==> config.mk <==
export PLATFORM = sky130hd
export DESIGN_NAME = voxel_track_pattern_id_top
export DESIGN_NICKNAME = d
export VERILOG_FILES = /design/src/rtl/core/vtpid_pkg.sv /design/src/rtl/core/vtpid_sort6.sv /design/src/rtl/core/voxel_track_pattern_id_top.sv
export VERILOG_INCLUDE_DIRS = /design/src /design/src/rtl/core
export SDC_FILE = /design/constraint.sdc
export NUM_CORES = 1
export LEC_CHECK = 0
export BUFFER_PORTS_ARGS = -buffer_cell sky130_fd_sc_hd__buf_2
export CAP_MARGIN = 20
export CORE_AREA = 10 10 242 244
export CTS_CLUSTER_SIZE = 16
export DETAILED_ROUTE_END_ITERATION = 8
export DIE_AREA = 0 0 252 254
export HOLD_SLACK_MARGIN = 0.15
export PLACE_DENSITY = 0.72
export SLEW_MARGIN = 10
export SYNTH_ARGS = -nofsm -noshare
export SYNTH_HDL_FRONTEND = slang
export SYNTH_SLANG_ARGS = --single-unit
==> constraint.sdc <==
create_clock -name aclk -period 17.07 [get_ports aclk]
set_clock_uncertainty 0.2 [all_clocks]
set_input_delay 0.8535 -clock aclk [delete_from_list [all_inputs] [get_ports aclk]]
set_output_delay 0.8535 -clock aclk [all_outputs]
set_load 0.05 [all_outputs]
==> src/rtl/core/assert_macros.svh <==
// ----------------------------------------------------------------------------
// Assertion macros
// Shared concurrent assertion forms for the pattern id core.
// ----------------------------------------------------------------------------
`ifndef ASSERT_MACROS_SVH
`define ASSERT_MACROS_SVH

// Checked on every rising edge of aclk, skipped while aresetn is low.
`define VTPID_ASSERT_CLK(label, prop, msg) \
    label: assert property (@(posedge aclk) disable iff (!aresetn) prop) \
        else $error(msg);

// Checked on every rising edge of aclk, reset cycles included.
`define VTPID_ASSERT_RST(label, prop, msg) \
    label: assert property (@(posedge aclk) prop) \
        else $error(msg);

`endif

==> src/rtl/core/vtpid_pkg.sv <==
// ----------------------------------------------------------------------------
// vtpid_pkg
// Types, constants and helper functions of the voxel track pattern id core.
// ----------------------------------------------------------------------------
`timescale 1ns / 1ps

package vtpid_pkg;

    // Field widths and counts
    localparam int NUM_HITS      = 6;
    localparam int OUT_LAYERS    = 5;
    localparam int COUNT_W       = 3;
    localparam int COPY_W        = 8;
    localparam int COORD_W       = 3;
    localparam int CODE_W        = 5;
    localparam int CHAR_W        = 7;
    localparam int TBL_DEPTH     = 1 << COPY_W;
    localparam int CUBE_SIZE_DEF = 6;

    // Stream data widths, padded to whole bytes
    localparam int S_FIELDS_W = COUNT_W + NUM_HITS * COPY_W;
    localparam int S_TDATA_W  = ((S_FIELDS_W + 7) / 8) * 8;
    localparam int M_FIELDS_W = 1 + 2 * OUT_LAYERS * CHAR_W;
    localparam int M_TDATA_W  = ((M_FIELDS_W + 7) / 8) * 8;

    // Code values
    localparam logic [COUNT_W-1:0] MIN_HITS   = COUNT_W'(2);
    localparam logic [COUNT_W-1:0] MAX_HITS   = COUNT_W'(NUM_HITS);
    localparam logic [CODE_W-1:0]  EMPTY_CODE = CODE_W'(23);
    localparam logic [CODE_W-1:0]  NEG_BIAS   = CODE_W'(10);
    localparam logic [CHAR_W-1:0]  ASCII_BASE = CHAR_W'(97);
    localparam logic [CHAR_W-1:0]  ASCII_LAST = CHAR_W'(120);

    // One hit with its copy number split into layer, row and column
    typedef struct packed {
        logic               beyond;   // slot at or past hit_count
        logic [COPY_W-1:0]  copy;
        logic [COORD_W-1:0] layer;
        logic [COORD_W-1:0] row;
        logic [COORD_W-1:0] col;
    } hit_t;

    // Request moving through the sorter
    typedef struct packed {
        logic                     bad;
        hit_t [NUM_HITS-1:0]      hit;
    } sort_item_t;

    typedef logic [TBL_DEPTH-1:0][3*COORD_W-1:0] dec_tbl_t;

    // Copy number to {layer, row, col}, built by counting at elaboration
    function automatic dec_tbl_t decomp_table(input int cube);
        dec_tbl_t t;
        int l;
        int r;
        int c;
        l = 0;
        r = 0;
        c = 0;
        for (int i = 0; i < TBL_DEPTH; i++) begin
            t[i] = {COORD_W'(l), COORD_W'(r), COORD_W'(c)};
            c = c + 1;
            if (c == cube) begin
                c = 0;
                r = r + 1;
                if (r == cube) begin
                    r = 0;
                    l = l + 1;
                end
            end
        end
        return t;
    endfunction

    // Sort key: slots beyond the count go to the end
    function automatic logic key_le(input hit_t a, input hit_t b);
        return {a.beyond, a.copy} <= {b.beyond, b.copy};
    endfunction

    // Offset from the vertex: plain when not negative, magnitude + 10 otherwise
    function automatic logic [CODE_W-1:0] offset_code(input logic [COORD_W-1:0] v,
                                                      input logic [COORD_W-1:0] ref_v);
        logic [CODE_W-1:0] code;
        if (v >= ref_v) begin
            code = CODE_W'(v - ref_v);
        end else begin
            code = CODE_W'(ref_v - v) + NEG_BIAS;
        end
        return code;
    endfunction

endpackage

==> src/rtl/core/vtpid_sort6.sv <==
// ----------------------------------------------------------------------------
// vtpid_sort6
// Two-stage sorting network for six hits (five comparator layers).
// ----------------------------------------------------------------------------
`timescale 1ns / 1ps
`include "assert_macros.svh"

module vtpid_sort6 import vtpid_pkg::*; (
    input  logic       aclk,
    input  logic       aresetn,
    input  logic       in_valid,
    output logic       in_ready,
    input  sort_item_t in_item,
    output logic       out_valid,
    input  logic       out_ready,
    output sort_item_t out_item
);

    logic       a_valid_reg;
    logic       b_valid_reg;
    sort_item_t a_item_reg;
    sort_item_t b_item_reg;
    sort_item_t a_next;
    sort_item_t b_next;
    logic       en_a;
    logic       en_b;

    function automatic hit_t lo(input hit_t x, input hit_t y);
        return key_le(x, y) ? x : y;
    endfunction

    function automatic hit_t hi(input hit_t x, input hit_t y);
        return key_le(x, y) ? y : x;
    endfunction

    // Stage enables: a stage loads when empty or when its successor moves
    assign en_b     = !b_valid_reg || out_ready;
    assign en_a     = !a_valid_reg || en_b;
    assign in_ready = en_a;

    // Comparator layers 1 to 3
    always_comb begin
        hit_t [NUM_HITS-1:0] x1;
        hit_t [NUM_HITS-1:0] x2;
        x1[0] = lo(in_item.hit[0], in_item.hit[5]);
        x1[5] = hi(in_item.hit[0], in_item.hit[5]);
        x1[1] = lo(in_item.hit[1], in_item.hit[3]);
        x1[3] = hi(in_item.hit[1], in_item.hit[3]);
        x1[2] = lo(in_item.hit[2], in_item.hit[4]);
        x1[4] = hi(in_item.hit[2], in_item.hit[4]);
        x2[0] = x1[0];
        x2[5] = x1[5];
        x2[1] = lo(x1[1], x1[2]);
        x2[2] = hi(x1[1], x1[2]);
        x2[3] = lo(x1[3], x1[4]);
        x2[4] = hi(x1[3], x1[4]);
        a_next.bad    = in_item.bad;
        a_next.hit[1] = x2[1];
        a_next.hit[4] = x2[4];
        a_next.hit[0] = lo(x2[0], x2[3]);
        a_next.hit[3] = hi(x2[0], x2[3]);
        a_next.hit[2] = lo(x2[2], x2[5]);
        a_next.hit[5] = hi(x2[2], x2[5]);
    end

    // Comparator layers 4 and 5
    always_comb begin
        hit_t [NUM_HITS-1:0] y4;
        y4[0] = lo(a_item_reg.hit[0], a_item_reg.hit[1]);
        y4[1] = hi(a_item_reg.hit[0], a_item_reg.hit[1]);
        y4[2] = lo(a_item_reg.hit[2], a_item_reg.hit[3]);
        y4[3] = hi(a_item_reg.hit[2], a_item_reg.hit[3]);
        y4[4] = lo(a_item_reg.hit[4], a_item_reg.hit[5]);
        y4[5] = hi(a_item_reg.hit[4], a_item_reg.hit[5]);
        b_next.bad    = a_item_reg.bad;
        b_next.hit[0] = y4[0];
        b_next.hit[5] = y4[5];
        b_next.hit[1] = lo(y4[1], y4[2]);
        b_next.hit[2] = hi(y4[1], y4[2]);
        b_next.hit[3] = lo(y4[3], y4[4]);
        b_next.hit[4] = hi(y4[3], y4[4]);
    end

    // Valid bits
    always_ff @(posedge aclk) begin
        if (!aresetn) begin
            a_valid_reg <= 1'b0;
            b_valid_reg <= 1'b0;
        end else begin
            if (en_a) begin
                a_valid_reg <= in_valid;
            end
            if (en_b) begin
                b_valid_reg <= a_valid_reg;
            end
        end
    end

    // Payload
    always_ff @(posedge aclk) begin
        if (en_a && in_valid) begin
            a_item_reg <= a_next;
        end
        if (en_b && a_valid_reg) begin
            b_item_reg <= b_next;
        end
    end

    assign out_valid = b_valid_reg;
    assign out_item  = b_item_reg;

    `VTPID_ASSERT_CLK(sort_ordered, b_valid_reg |-> (key_le(b_item_reg.hit[0], b_item_reg.hit[1]) && key_le(b_item_reg.hit[1], b_item_reg.hit[2]) && key_le(b_item_reg.hit[2], b_item_reg.hit[3]) && key_le(b_item_reg.hit[3], b_item_reg.hit[4]) && key_le(b_item_reg.hit[4], b_item_reg.hit[5])), "sorter output out of order")
    `VTPID_ASSERT_CLK(sort_fill, in_valid && in_ready |=> a_valid_reg, "accepted request not held in first stage")
    `VTPID_ASSERT_CLK(sort_ready, !b_valid_reg |-> in_ready, "sorter stalls with empty last stage")

endmodule

==> src/rtl/core/voxel_track_pattern_id_top.sv <==
// Throughput: one request per cycle while m_tready is high; five register stages (input decode,
// two sorting-network stages, offset coding, output register), each with a valid bit.
// A stage takes new data whenever it is empty or its successor moves.
// Reset (aresetn low, synchronous) clears all stage valid bits; no other state.
// ----------------------------------------------------------------------------
// voxel_track_pattern_id_top
// Sorts up to six voxel hits and forms the ten-letter track pattern id.
// ----------------------------------------------------------------------------
`timescale 1ns / 1ps
`include "assert_macros.svh"

module voxel_track_pattern_id_top import vtpid_pkg::*; #(
    parameter int CUBE_SIZE = CUBE_SIZE_DEF
) (
    input  logic                 aclk,
    input  logic                 aresetn,
    input  logic                 s_tvalid,
    output logic                 s_tready,
    // hit_count[2:0], hit_0 .. hit_5 (8 bits each), zero pad
    input  logic [S_TDATA_W-1:0] s_tdata,
    output logic                 m_tvalid,
    input  logic                 m_tready,
    // id_valid[0], id_char_0 .. id_char_9 (7 bits each), zero pad
    output logic [M_TDATA_W-1:0] m_tdata
);

    localparam dec_tbl_t    DEC_TBL = decomp_table(CUBE_SIZE);
    localparam logic [9:0]  VOLUME  = 10'(CUBE_SIZE * CUBE_SIZE * CUBE_SIZE);

    // Per-hit coding result after the vertex is known
    typedef struct packed {
        logic               counted;
        logic [COORD_W-1:0] rel;
        logic [CODE_W-1:0]  row_code;
        logic [CODE_W-1:0]  col_code;
    } hit_code_t;

    typedef struct packed {
        logic                       bad;
        hit_code_t [NUM_HITS-1:1]   hc;
    } code_item_t;

    logic                 s1_valid_reg;
    sort_item_t           s1_item_reg;
    sort_item_t           s1_next;
    logic                 en1;
    logic                 sort_in_ready;
    logic                 sort_out_valid;
    sort_item_t           sort_out_item;
    logic                 s4_valid_reg;
    code_item_t           s4_item_reg;
    code_item_t           s4_next;
    logic                 en4;
    logic                 m_valid_reg;
    logic [M_TDATA_W-1:0] m_tdata_reg;
    logic [M_TDATA_W-1:0] m_tdata_next;
    logic                 en5;
    logic                 chars_ok;

    // Stage enables
    assign en5      = !m_valid_reg || m_tready;
    assign en4      = !s4_valid_reg || en5;
    assign en1      = !s1_valid_reg || sort_in_ready;
    assign s_tready = en1;

    // Stage 1: count checks, range checks and decomposition by table
    always_comb begin
        logic [COUNT_W-1:0] cnt;
        logic [COPY_W-1:0]  copy;
        logic               bad;
        cnt = s_tdata[COUNT_W-1:0];
        bad = (cnt < MIN_HITS) || (cnt > MAX_HITS);
        for (int n = 0; n < NUM_HITS; n++) begin
            copy = s_tdata[COUNT_W + n*COPY_W +: COPY_W];
            s1_next.hit[n].beyond = (cnt <= COUNT_W'(n));
            s1_next.hit[n].copy   = copy;
            {s1_next.hit[n].layer, s1_next.hit[n].row, s1_next.hit[n].col} = DEC_TBL[copy];
            if (!s1_next.hit[n].beyond && ({2'b00, copy} >= VOLUME)) begin
                bad = 1'b1;
            end
        end
        s1_next.bad = bad;
    end

    always_ff @(posedge aclk) begin
        if (!aresetn) begin
            s1_valid_reg <= 1'b0;
        end else if (en1) begin
            s1_valid_reg <= s_tvalid;
        end
    end

    always_ff @(posedge aclk) begin
        if (en1 && s_tvalid) begin
            s1_item_reg <= s1_next;
        end
    end

    // Stages 2 and 3: sorting network
    vtpid_sort6 u_sort (
        .aclk      (aclk),
        .aresetn   (aresetn),
        .in_valid  (s1_valid_reg),
        .in_ready  (sort_in_ready),
        .in_item   (s1_item_reg),
        .out_valid (sort_out_valid),
        .out_ready (en4),
        .out_item  (sort_out_item)
    );

    // Stage 4: relative layer, offset codes, shared-layer check
    always_comb begin
        logic shared;
        shared = 1'b0;
        for (int n = 1; n < NUM_HITS; n++) begin
            s4_next.hc[n].counted  = !sort_out_item.hit[n].beyond;
            s4_next.hc[n].rel      = sort_out_item.hit[n].layer - sort_out_item.hit[0].layer;
            s4_next.hc[n].row_code = offset_code(sort_out_item.hit[n].row,
                                                 sort_out_item.hit[0].row);
            s4_next.hc[n].col_code = offset_code(sort_out_item.hit[n].col,
                                                 sort_out_item.hit[0].col);
            // sorted, so equal layers sit next to each other
            if (!sort_out_item.hit[n].beyond &&
                (sort_out_item.hit[n].layer == sort_out_item.hit[n-1].layer)) begin
                shared = 1'b1;
            end
        end
        s4_next.bad = sort_out_item.bad || shared;
    end

    always_ff @(posedge aclk) begin
        if (!aresetn) begin
            s4_valid_reg <= 1'b0;
        end else if (en4) begin
            s4_valid_reg <= sort_out_valid;
        end
    end

    always_ff @(posedge aclk) begin
        if (en4 && sort_out_valid) begin
            s4_item_reg <= s4_next;
        end
    end

    // Stage 5: place codes by relative layer, convert to letters
    always_comb begin
        logic [CODE_W-1:0] col_c;
        logic [CODE_W-1:0] row_c;
        int                layer;
        m_tdata_next    = '0;
        m_tdata_next[0] = !s4_item_reg.bad;
        for (int i = 0; i < OUT_LAYERS; i++) begin
            layer = OUT_LAYERS - i;
            col_c = EMPTY_CODE;
            row_c = EMPTY_CODE;
            for (int n = 1; n < NUM_HITS; n++) begin
                if (s4_item_reg.hc[n].counted && (s4_item_reg.hc[n].rel == COORD_W'(layer))) begin
                    col_c = s4_item_reg.hc[n].col_code;
                    row_c = s4_item_reg.hc[n].row_code;
                end
            end
            if (!s4_item_reg.bad) begin
                m_tdata_next[1 + 2*i*CHAR_W +: CHAR_W]      = CHAR_W'(col_c) + ASCII_BASE;
                m_tdata_next[1 + (2*i+1)*CHAR_W +: CHAR_W]  = CHAR_W'(row_c) + ASCII_BASE;
            end
        end
    end

    always_ff @(posedge aclk) begin
        if (!aresetn) begin
            m_valid_reg <= 1'b0;
        end else if (en5) begin
            m_valid_reg <= s4_valid_reg;
        end
    end

    always_ff @(posedge aclk) begin
        if (en5 && s4_valid_reg) begin
            m_tdata_reg <= m_tdata_next;
        end
    end

    assign m_tvalid = m_valid_reg;
    assign m_tdata  = m_tdata_reg;

    // Letter range of a formed id
    always_comb begin
        logic [CHAR_W-1:0] ch;
        chars_ok = 1'b1;
        for (int k = 0; k < 2*OUT_LAYERS; k++) begin
            ch = m_tdata_reg[1 + k*CHAR_W +: CHAR_W];
            if ((ch < ASCII_BASE) || (ch > ASCII_LAST)) begin
                chars_ok = 1'b0;
            end
        end
    end

    `VTPID_ASSERT_CLK(id_letters, m_valid_reg && m_tdata_reg[0] |-> chars_ok, "formed id has a letter out of range")
    `VTPID_ASSERT_CLK(id_empty, m_valid_reg && !m_tdata_reg[0] |-> (m_tdata_reg == '0), "empty result carries letters")
    `VTPID_ASSERT_CLK(two_hits, s4_valid_reg && !s4_item_reg.bad |-> s4_item_reg.hc[1].counted, "id formed from fewer than two hits")
    `VTPID_ASSERT_RST(reset_idle, !aresetn |=> !m_valid_reg && !s4_valid_reg && !s1_valid_reg, "valid bit survives reset")

endmodule

# After elaboration in Yosys (flattened, before gate mapping)
# Memories as Yosys holds them, arrays and structs flattened. A register that Yosys moved wholly into a read port is not among the register bits.
# Cells that the tools add are included.
# word_totals
elab_cells	368
rom_bits	13824
output_inout_bits	74
mem_bits_rw	0
latch_bits	0
register_bits	371
inputBits	60
n_memories	6
# memory_table
name	words	word_bits	read_ports	rd_ports_with_merged_regs	write_ports	line	source
(name not given)	256	9	1	1	0	voxel_track_pattern_id_top.sv:77	{s1_next.hit[n].layer, s1_next.hit[n].row, s1_next.hit[n].col} = DEC_TBL[copy];
(name not given)	256	9	1	1	0	voxel_track_pattern_id_top.sv:77	
(name not given)	256	9	1	1	0	voxel_track_pattern_id_top.sv:77	
(name not given)	256	9	1	1	0	voxel_track_pattern_id_top.sv:77	
(name not given)	256	9	1	1	0	voxel_track_pattern_id_top.sv:77	
(name not given)	256	9	1	1	0	voxel_track_pattern_id_top.sv:77	
# op_classes
n_reduce_logical	66
bitwise_logic	0
n_eq_ne	30
muxes	89
shift	0
n_div	0
order_cmp	36
addsub	45
n_mul	0
# ops
op	count
2-to-1 mux 18 bit	23
2-to-1 mux 5 bit	60
less-or-equal comparator 9 bit	12
subtractor 3 x 3 -> 4 bit	20
adder 6 x 6 -> 7 bit (second input constant)	10
adder 5 x 4 -> 5 bit (second input constant)	10
greater-or-equal comparator 8 bit (second input constant)	6
logical AND 1 bit	41
equality test 3 x 2 -> 1 bit (second input constant)	10
equality test 3 bit (second input constant)	10
greater-or-equal comparator 3 bit	10
zero test 1 bit	17
equality test 3 x 1 -> 1 bit (second input constant)	5
equality test 3 bit	5
subtractor 3 bit	5
2-to-1 mux 9 bit	1
logical OR 1 bit	7
less-or-equal comparator 3 x 1 -> 1 bit (second input constant)	2
less-or-equal comparator 3 x 2 -> 1 bit (second input constant)	2
less-or-equal comparator 3 bit (second input constant)	2
OR reduction 6 bit	1
2-to-1 mux 1 bit	5
greater-than comparator 3 bit (second input constant)	1
less-than comparator 3 x 2 -> 1 bit (second input constant)	1

# Logic depth before layout (Yosys ltp)
# Gate-level depths: netlist of run 1.
# depth
word_depth	8
ltp_mapped	32
ltp_nobuf	27

# By module
# From an unflattened synthesis of run 1, not the netlist that was laid out.
# hier_totals
hier_cells	2941
area_unflattened_um2	31739.2
# by_module_without_submodules
module	cells_each	area_per_inst_um2	instances	seq_area_each_um2
voxel_track_pattern_id_top	1767	17729.5	1	7417.1
vtpid_sort6	1174	14009.7	1	6586.3

# Worst setup path after synthesis of run 1
# Ideal clock, no wire load.
# synth_timing
path_type	input to register
startpoint	input m_tready
endpoint	register u_sort.a_item_reg[0] (netlist bit) (enable)
arrival_time_ps	8701
path_stages	4
setup_ps	722
required_ps	16148
slack_ps	7447
n_path_buf	1
path_cell_list	nor2b_1 -> and3_1 -> clkbuf_1 -> a21boi_0
# synth_between
elab_chain_len	5
# synth_rtl
element	line	source
start, declared	voxel_track_pattern_id_top.sv:22	input logic m_tready,
logical OR 1 bit	voxel_track_pattern_id_top.sv:61	assign en5 = !m_valid_reg || m_tready;
logical OR 1 bit	voxel_track_pattern_id_top.sv:62	assign en4 = !s4_valid_reg || en5;
logical OR 1 bit	vtpid_sort6.sv:37	assign en_b = !b_valid_reg || out_ready;
logical OR 1 bit	vtpid_sort6.sv:38	assign en_a = !a_valid_reg || en_b;
logical AND 1 bit	vtpid_sort6.sv:101	if (en_a && in_valid) begin
end signal, assigned	vtpid_sort6.sv:102	a_item_reg <= a_next;
end, declared	vtpid_sort6.sv:21	sort_item_t a_item_reg;
# Every way passes these cells.
# A chain may end at the register's enable or synchronous reset.

==> impl_metrics.ini, run 1 <==
[setup_path]
worstSetupStartpointType = register
cp_max_fo = 34
cp_common_cell = ha_1
max_stage_delay_ns = 0.77
endpoint_kind = register
required_ns = 17.13
critPathArrivalTime_ns = 7.76
crit_chain = ha_1 > nand4_2 > o32ai_4 > buf_4 > mux2i_1 > inv_1 > ha_1 > a21o_1 > a221o_1 > a21oi_1 > nor2b_1 > a221oi_4 > buf_4 > mux2_2 > ha_1 > nor2b_1 > o21a_1 > o21a_1 > o21ai_0 > a21oi_1 > nor2_1 > o21ai_0 > nand2_2 > mux2i_1
crit_type = reg -> reg
rrSetupSlack_ns = 9.37
critPathSlowestCell = nand2_2

[yosys]
synth_edf_count = 408
synth_fa_ha_area_share_pct = 11.8
synth_compound_area_share_pct = 13.0
synthArstFlopShare_pct = 0
ys_ff_latch = 413
synth-simple-area-share_pct = 11.0
ys.flop_type = edfxtp_1
syn_nets = 3127
syn_area_um2 = 29100
yosysUniqueCellTypes = 82
synthCells = 2818
synth_top_family_by_area = multiplexers
synth_mux_area_share_pct = 14.2
synthXorXnorAreaFrac_pct = 2.55
avgSynthCellArea_um2 = 10.3
synth_seq_area_share_pct = 42.4
yosys_warnings = 0

[power]
ir_worst_vdd_mv = 0.0800
power_leakage_nw = 13.0
power_density_nw_per_um2 = 116

[global_routing]
grt_overflow = 0
antenna_found_initial = 1
first_global_vias = 20897
grt_pass1_wl_um = 113000
grt_usage_pct = 21.9
grt_max_degree = 81

[drt]
drtIter0Drc = 1367
drt-total-wl_um = 71300
first_pass_iters = 6
route.detailed.drc = 0
ant_nets = 0
post_drt_via_cell_ratio = 5.91
vias = 21303
wl_per_cell_um = 19.8

[worst_hold_path]
hold_path.class = in -> reg

[cells_and_area]
fin_nets = 3184
layout_commonest_cell = edfxtp_1
n_antenna_cell = 0
final_util_pct = 59.4
layout_common_cells = edfxtp_1, mux2i_1, inv_1, nor2_1, ha_1
area_growth_pct = 9.25
fin_area_um2 = 31800
drive_gt1_share_pct = 11.1

[clock_tree]
htreeDepth = 2
ctsRootBufferMaster = clkbuf_16
clkTransAtPathRegs_ns = 0.07
cts_tree = done
clk_path_buf_depth = 3
cts_sinks = 413
cts_hold_buffers = 0
clkLatencyLatePin_ns = 0.59
cts-resized-gates = 0
cts_buffers = 45
cts_setup_buffers = 0

[floorplanning]
die_h_um = 254
io_pins = 134
core_area_um2 = 53600
initial_core_util_pct = 54.4
die_area_um2 = 64000
num_rows = 85
fp.dieW_um = 252

[timing]
hold_viol_final = 0
rsz0062_at_grt = false
maxSlewHeadroom_pct = 26.6
tightest_slew_ns = 1.10
setup-tns-final_ns = 0
period_minus_slack_ns = 7.70
drv_slew = 0
min_period_over_period_pct = 45.1
setup_violations = 0
fmax_mhz = 130

[run_status]
status = completed

[place]
io_buffers = 127
dp_hpwl_um = 55100
gp_congestion = 0.906
dpl_cell_area_um2 = 30300

[run]
max_cap_violations = 0
## power by group
part	leakage, nW	switching [mW]	total [mW]	internal, mW
Combinational	8.51	0.763	1.35	0.588
Sequential	3.77	0.0772	1.38	1.30
Clock	0.715	0.400	0.977	0.577
Total	13.0	1.24	3.71	2.47
## metal layers
metal,part of all wire (%),global-route usage [%]
met5,0.0098,0
met4,3.5,8.85
met3,4.6,3.04
met2,50,38.9
met1,42,26.3
## worst max-delay path, delay by kind of cell (launching register included)
| kind | cells | cell delay, ns |
|---|---|---|
| mux | 3 | 1.10 |
| buf+inv | 3 | 0.87 |
| fa+ha+maj | 3 | 0.98 |
| compound gates | 10 | 2.26 |
| flops | 1 | 0.47 |
| simple gates | 5 | 1.47 |
## final timing paths
| check | cells past startpoint | endpoint | startpoint |
|---|---|---|---|
| max | 24 | u_sort.a_item_reg[54]$_DFFE_PP_ | s1_item_reg[34]$_DFFE_PP_ |
| min | 1 | s1_item_reg[9]$_DFFE_PP_ | s_tdata[3] |
| max reg2reg | 24 | u_sort.a_item_reg[54]$_DFFE_PP_ | s1_item_reg[34]$_DFFE_PP_ |
| min reg2reg | 0 | u_sort.out_item[108]$_DFFE_PP_ | u_sort.a_item_reg[108]$_DFFE_PP_ |
## metrics by stage
step	hold WS, ns	setup WS [ns]	cells	power, mW
finish	0.238	9.37	3605	3.71
global route	0.226	8.88	3605	3.91
CTS	0.212	9.16	3604	3.72
detailed placement	0.210	9.19	3523	2.73
global placement	0.209	9.43	3520	2.68
floorplan	0.200	7.45	2818	2.42
## synthesized netlist by cell type (25+ instances only)
cell type / count / area, um^2
xor2_1: 29 / 254
edfxtp_1: 408 / 12300
a21oi_1: 193 / 966
nand2b_1: 27 / 169
nor2_1: 226 / 848
mux2_2: 57 / 642
o211ai_1: 28 / 210
a31oi_1: 26 / 163
nor2b_1: 59 / 369
clkbuf_1: 108 / 405
o21a_1: 28 / 210
fa_1: 35 / 701
o22ai_1: 46 / 288
ha_1: 214 / 2680
o221ai_1: 25 / 219
xnor2_1: 56 / 490
mux2i_1: 318 / 3180
inv_1: 235 / 882
o21ai_0: 141 / 706
nand3_1: 45 / 225
nand2_1: 214 / 803
## cells by family (layout without fill, tap and decap cells)
| group | Yosys count | count (layout) |
|---|---|---|
| buffers and inverters | 374 | 465 |
| muxes | 397 | 397 |
| xor gates and xnor gates | 85 | 85 |
| DFF | 413 | 413 |
| other | 1 | 1 |
| and+or+nand+nor | 683 | 683 |
| AOI/OAI and AO/OA | 609 | 609 |
| adders and majority gates | 256 | 256 |
## final cells by class
cell class / instances / area, um^2
clock buffer: 51 / 1190
clock inverter: 30 / 292
fill: 4453 / 21800
inverter: 235 / 882
multi-input combinational: 2031 / 15400
sequential: 413 / 12400
tap: 696 / 871
timing repair buffer: 149 / 826
(Power assumes the default switching activity.)
==> inputs of run 2 (changes only) <==
--- a/config.mk
+++ b/config.mk
@@ -13,7 +13,7 @@
 export DETAILED_ROUTE_END_ITERATION = 8
 export DIE_AREA = 0 0 252 254
 export HOLD_SLACK_MARGIN = 0.15
-export PLACE_DENSITY = 0.72
+export PLACE_DENSITY = 0.75
 export SLEW_MARGIN = 10
 export SYNTH_ARGS = -nofsm -noshare
 export SYNTH_HDL_FRONTEND = slang
==> constraint.sdc (replaced) <==
create_clock -name aclk -period 6.5 [get_ports aclk]
set_clock_uncertainty 0.2 [all_clocks]
set_input_delay 0.325 -clock aclk [delete_from_list [all_inputs] [get_ports aclk]]
set_output_delay 0.325 -clock aclk [all_outputs]
set_load 0.05 [all_outputs]
==> impl_metrics.ini, run 2 (synthesis gave the netlist of run 1 again) <==
[timing]
hold_ws_ns = 0.221
drv_slew = 0
tightest_slew_ns = 1.06
setup_violations = 0
period_minus_slack_ns = 6.19
min_period_over_period_pct = 95.2
setup-tns-final_ns = 0
setup_slack_ns = 0.311
hold_viol_final = 0
fmax_mhz = 162
maxSlewHeadroom_pct = 28.7

[cells_and_area]
area_growth_pct = 11.9
fin_nets = 3257
layout_commonest_cell = edfxtp_1
register_area_um2 = 12400
num-fill-cells = 4325
drive_gt1_share_pct = 11.8
layout_common_cells = edfxtp_1, mux2i_1, inv_1, nor2_1, ha_1
multi_input_area_um2 = 15600
n_antenna_cell = 0
fin_area_um2 = 32600

[run]
max_cap_violations = 0

[drt]
drtIter0Drc = 1637
post_drt_via_cell_ratio = 5.90
route.detailed.drc = 0
first_pass_iters = 6
drt-total-wl_um = 71500
vias = 21695
ant_nets = 0
wl_per_cell_um = 19.4

[setup_path]
worstSetupStartpointType = register
cp_common_cell = ha_1
cp_top_family = compound AO/OA/AOI/OAI gates
max_stage_delay_ns = 0.44
cp_max_fo = 34
cp.buffers_inverters = 3
critPathSlowestCell = edfxtp_1
endpoint_kind = register
critPathArrivalTime_ns = 6.28
required_ns = 6.59
crit_chain = ha_1 > nand4_2 > a211oi_4 > o32ai_4 > buf_4 > mux2i_2 > inv_1 > ha_1 > a21o_1 > a221o_1 > a21oi_1 > nor2b_1 > a22o_1 > mux2_2 > ha_1 > o21a_1 > o21a_1 > o21ai_0 > a21oi_1 > nor2_1 > o21ai_0 > nand2_2 > buf_12 > mux2i_1
crit_type = reg -> reg

[clock_tree]
cts_buffers = 44
clk_path_buf_depth = 3
clkLatencyLatePin_ns = 0.59
htreeDepth = 2
cts_tree = done
cts_sinks = 413
ctsRootBufferMaster = clkbuf_16
clkTransAtPathRegs_ns = 0.07

[global_routing]
grt_overflow = 0
grt_usage_pct = 21.8
antenna_found_initial = 1
grt_pass1_wl_um = 113000
grt_max_degree = 80
first_global_vias = 20989

[floorplanning]
num_rows = 85
initial_core_util_pct = 54.4
fp.dieW_um = 252
core_area_um2 = 53600
die_area_um2 = 64000
die_h_um = 254
io_pins = 134

[power]
power_density_nw_per_um2 = 299
finalPower_mw = 9.75
power.switching_mw = 3.28
p_sw_share_pct = 33.6
sequentialPowerShare_pct = 37.1
clock_power_share_pct = 25.4
power_leakage_nw = 13.3
ir_worst_vdd_mv = 0.201
combPwrFrac_pct = 37.5
internal_power_mw = 6.47

[place]
dp_hpwl_um = 55300
gp_congestion = 0.940
io_buffers = 127
dpl_cell_area_um2 = 30400
dpl_worst_slack_ns = 0.106

[run_status]
status = completed

[worst_hold_path]
hold_path.class = reg -> reg
run 2: per-stage QoR:
stage | util, % | cells
after floorplan | - | 2818
after global placement | 56.7 | 3531
after detailed placement | 56.8 | 3533
after CTS | 60.5 | 3669
after global routing | 60.8 | 3678
final | 60.8 | 3678
run 2: power groups by stage:
stage | clock [mW] | combinational, mW | sequential, mW
floorplan | 0 | 2.75 | 3.61
detailed placement | 0 | 3.56 | 3.67
CTS | 2.52 | 3.60 | 3.61
finish | 2.48 | 3.66 | 3.61
global placement | 0 | 3.41 | 3.66
global route | 2.64 | 4.02 | 3.64
run 2: metal layers:
layer | vias up | track usage, % | routed length, um
met5 | - | 0 | 10
met4 | 2 | 8.57 | 2610
met3 | 158 | 2.91 | 3560
met2 | 700 | 39.2 | 35900
met1 | 10308 | 26.1 | 29400
li1 | 10527 | - | -
run 2: path summary, 6_finish.rpt:
check	start	end	slack (ns)	cells past startpoint
worst max-delay path	s1_item_reg[34]$_DFFE_PP_	u_sort.a_item_reg[54]$_DFFE_PP_	0.31	24
worst min-delay path	u_sort.a_item_reg[108]$_DFFE_PP_	u_sort.out_item[108]$_DFFE_PP_	0.22	0
worst max register to register	s1_item_reg[34]$_DFFE_PP_	u_sort.a_item_reg[54]$_DFFE_PP_	0.31	24
worst min register to register	u_sort.a_item_reg[108]$_DFFE_PP_	u_sort.out_item[108]$_DFFE_PP_	0.22	0
run 2: timing repair:
action                                 4_1_cts  5_1_grt
endpoints found under the hold margin       93        0
resized for setup                            0       23
setup buffers                                0        6
setup endpoints to repair                    0       68
hold buffers                                56        0
run 2: area by class of cell:
type,instances,share of cell area (%)
multi-input combinational,2032,47.7
sequential,413,37.9
timing repair buffer,222,4.69
clock buffer,54,3.56
inverter,235,2.71
tap,696,2.67
clock inverter,26,0.794
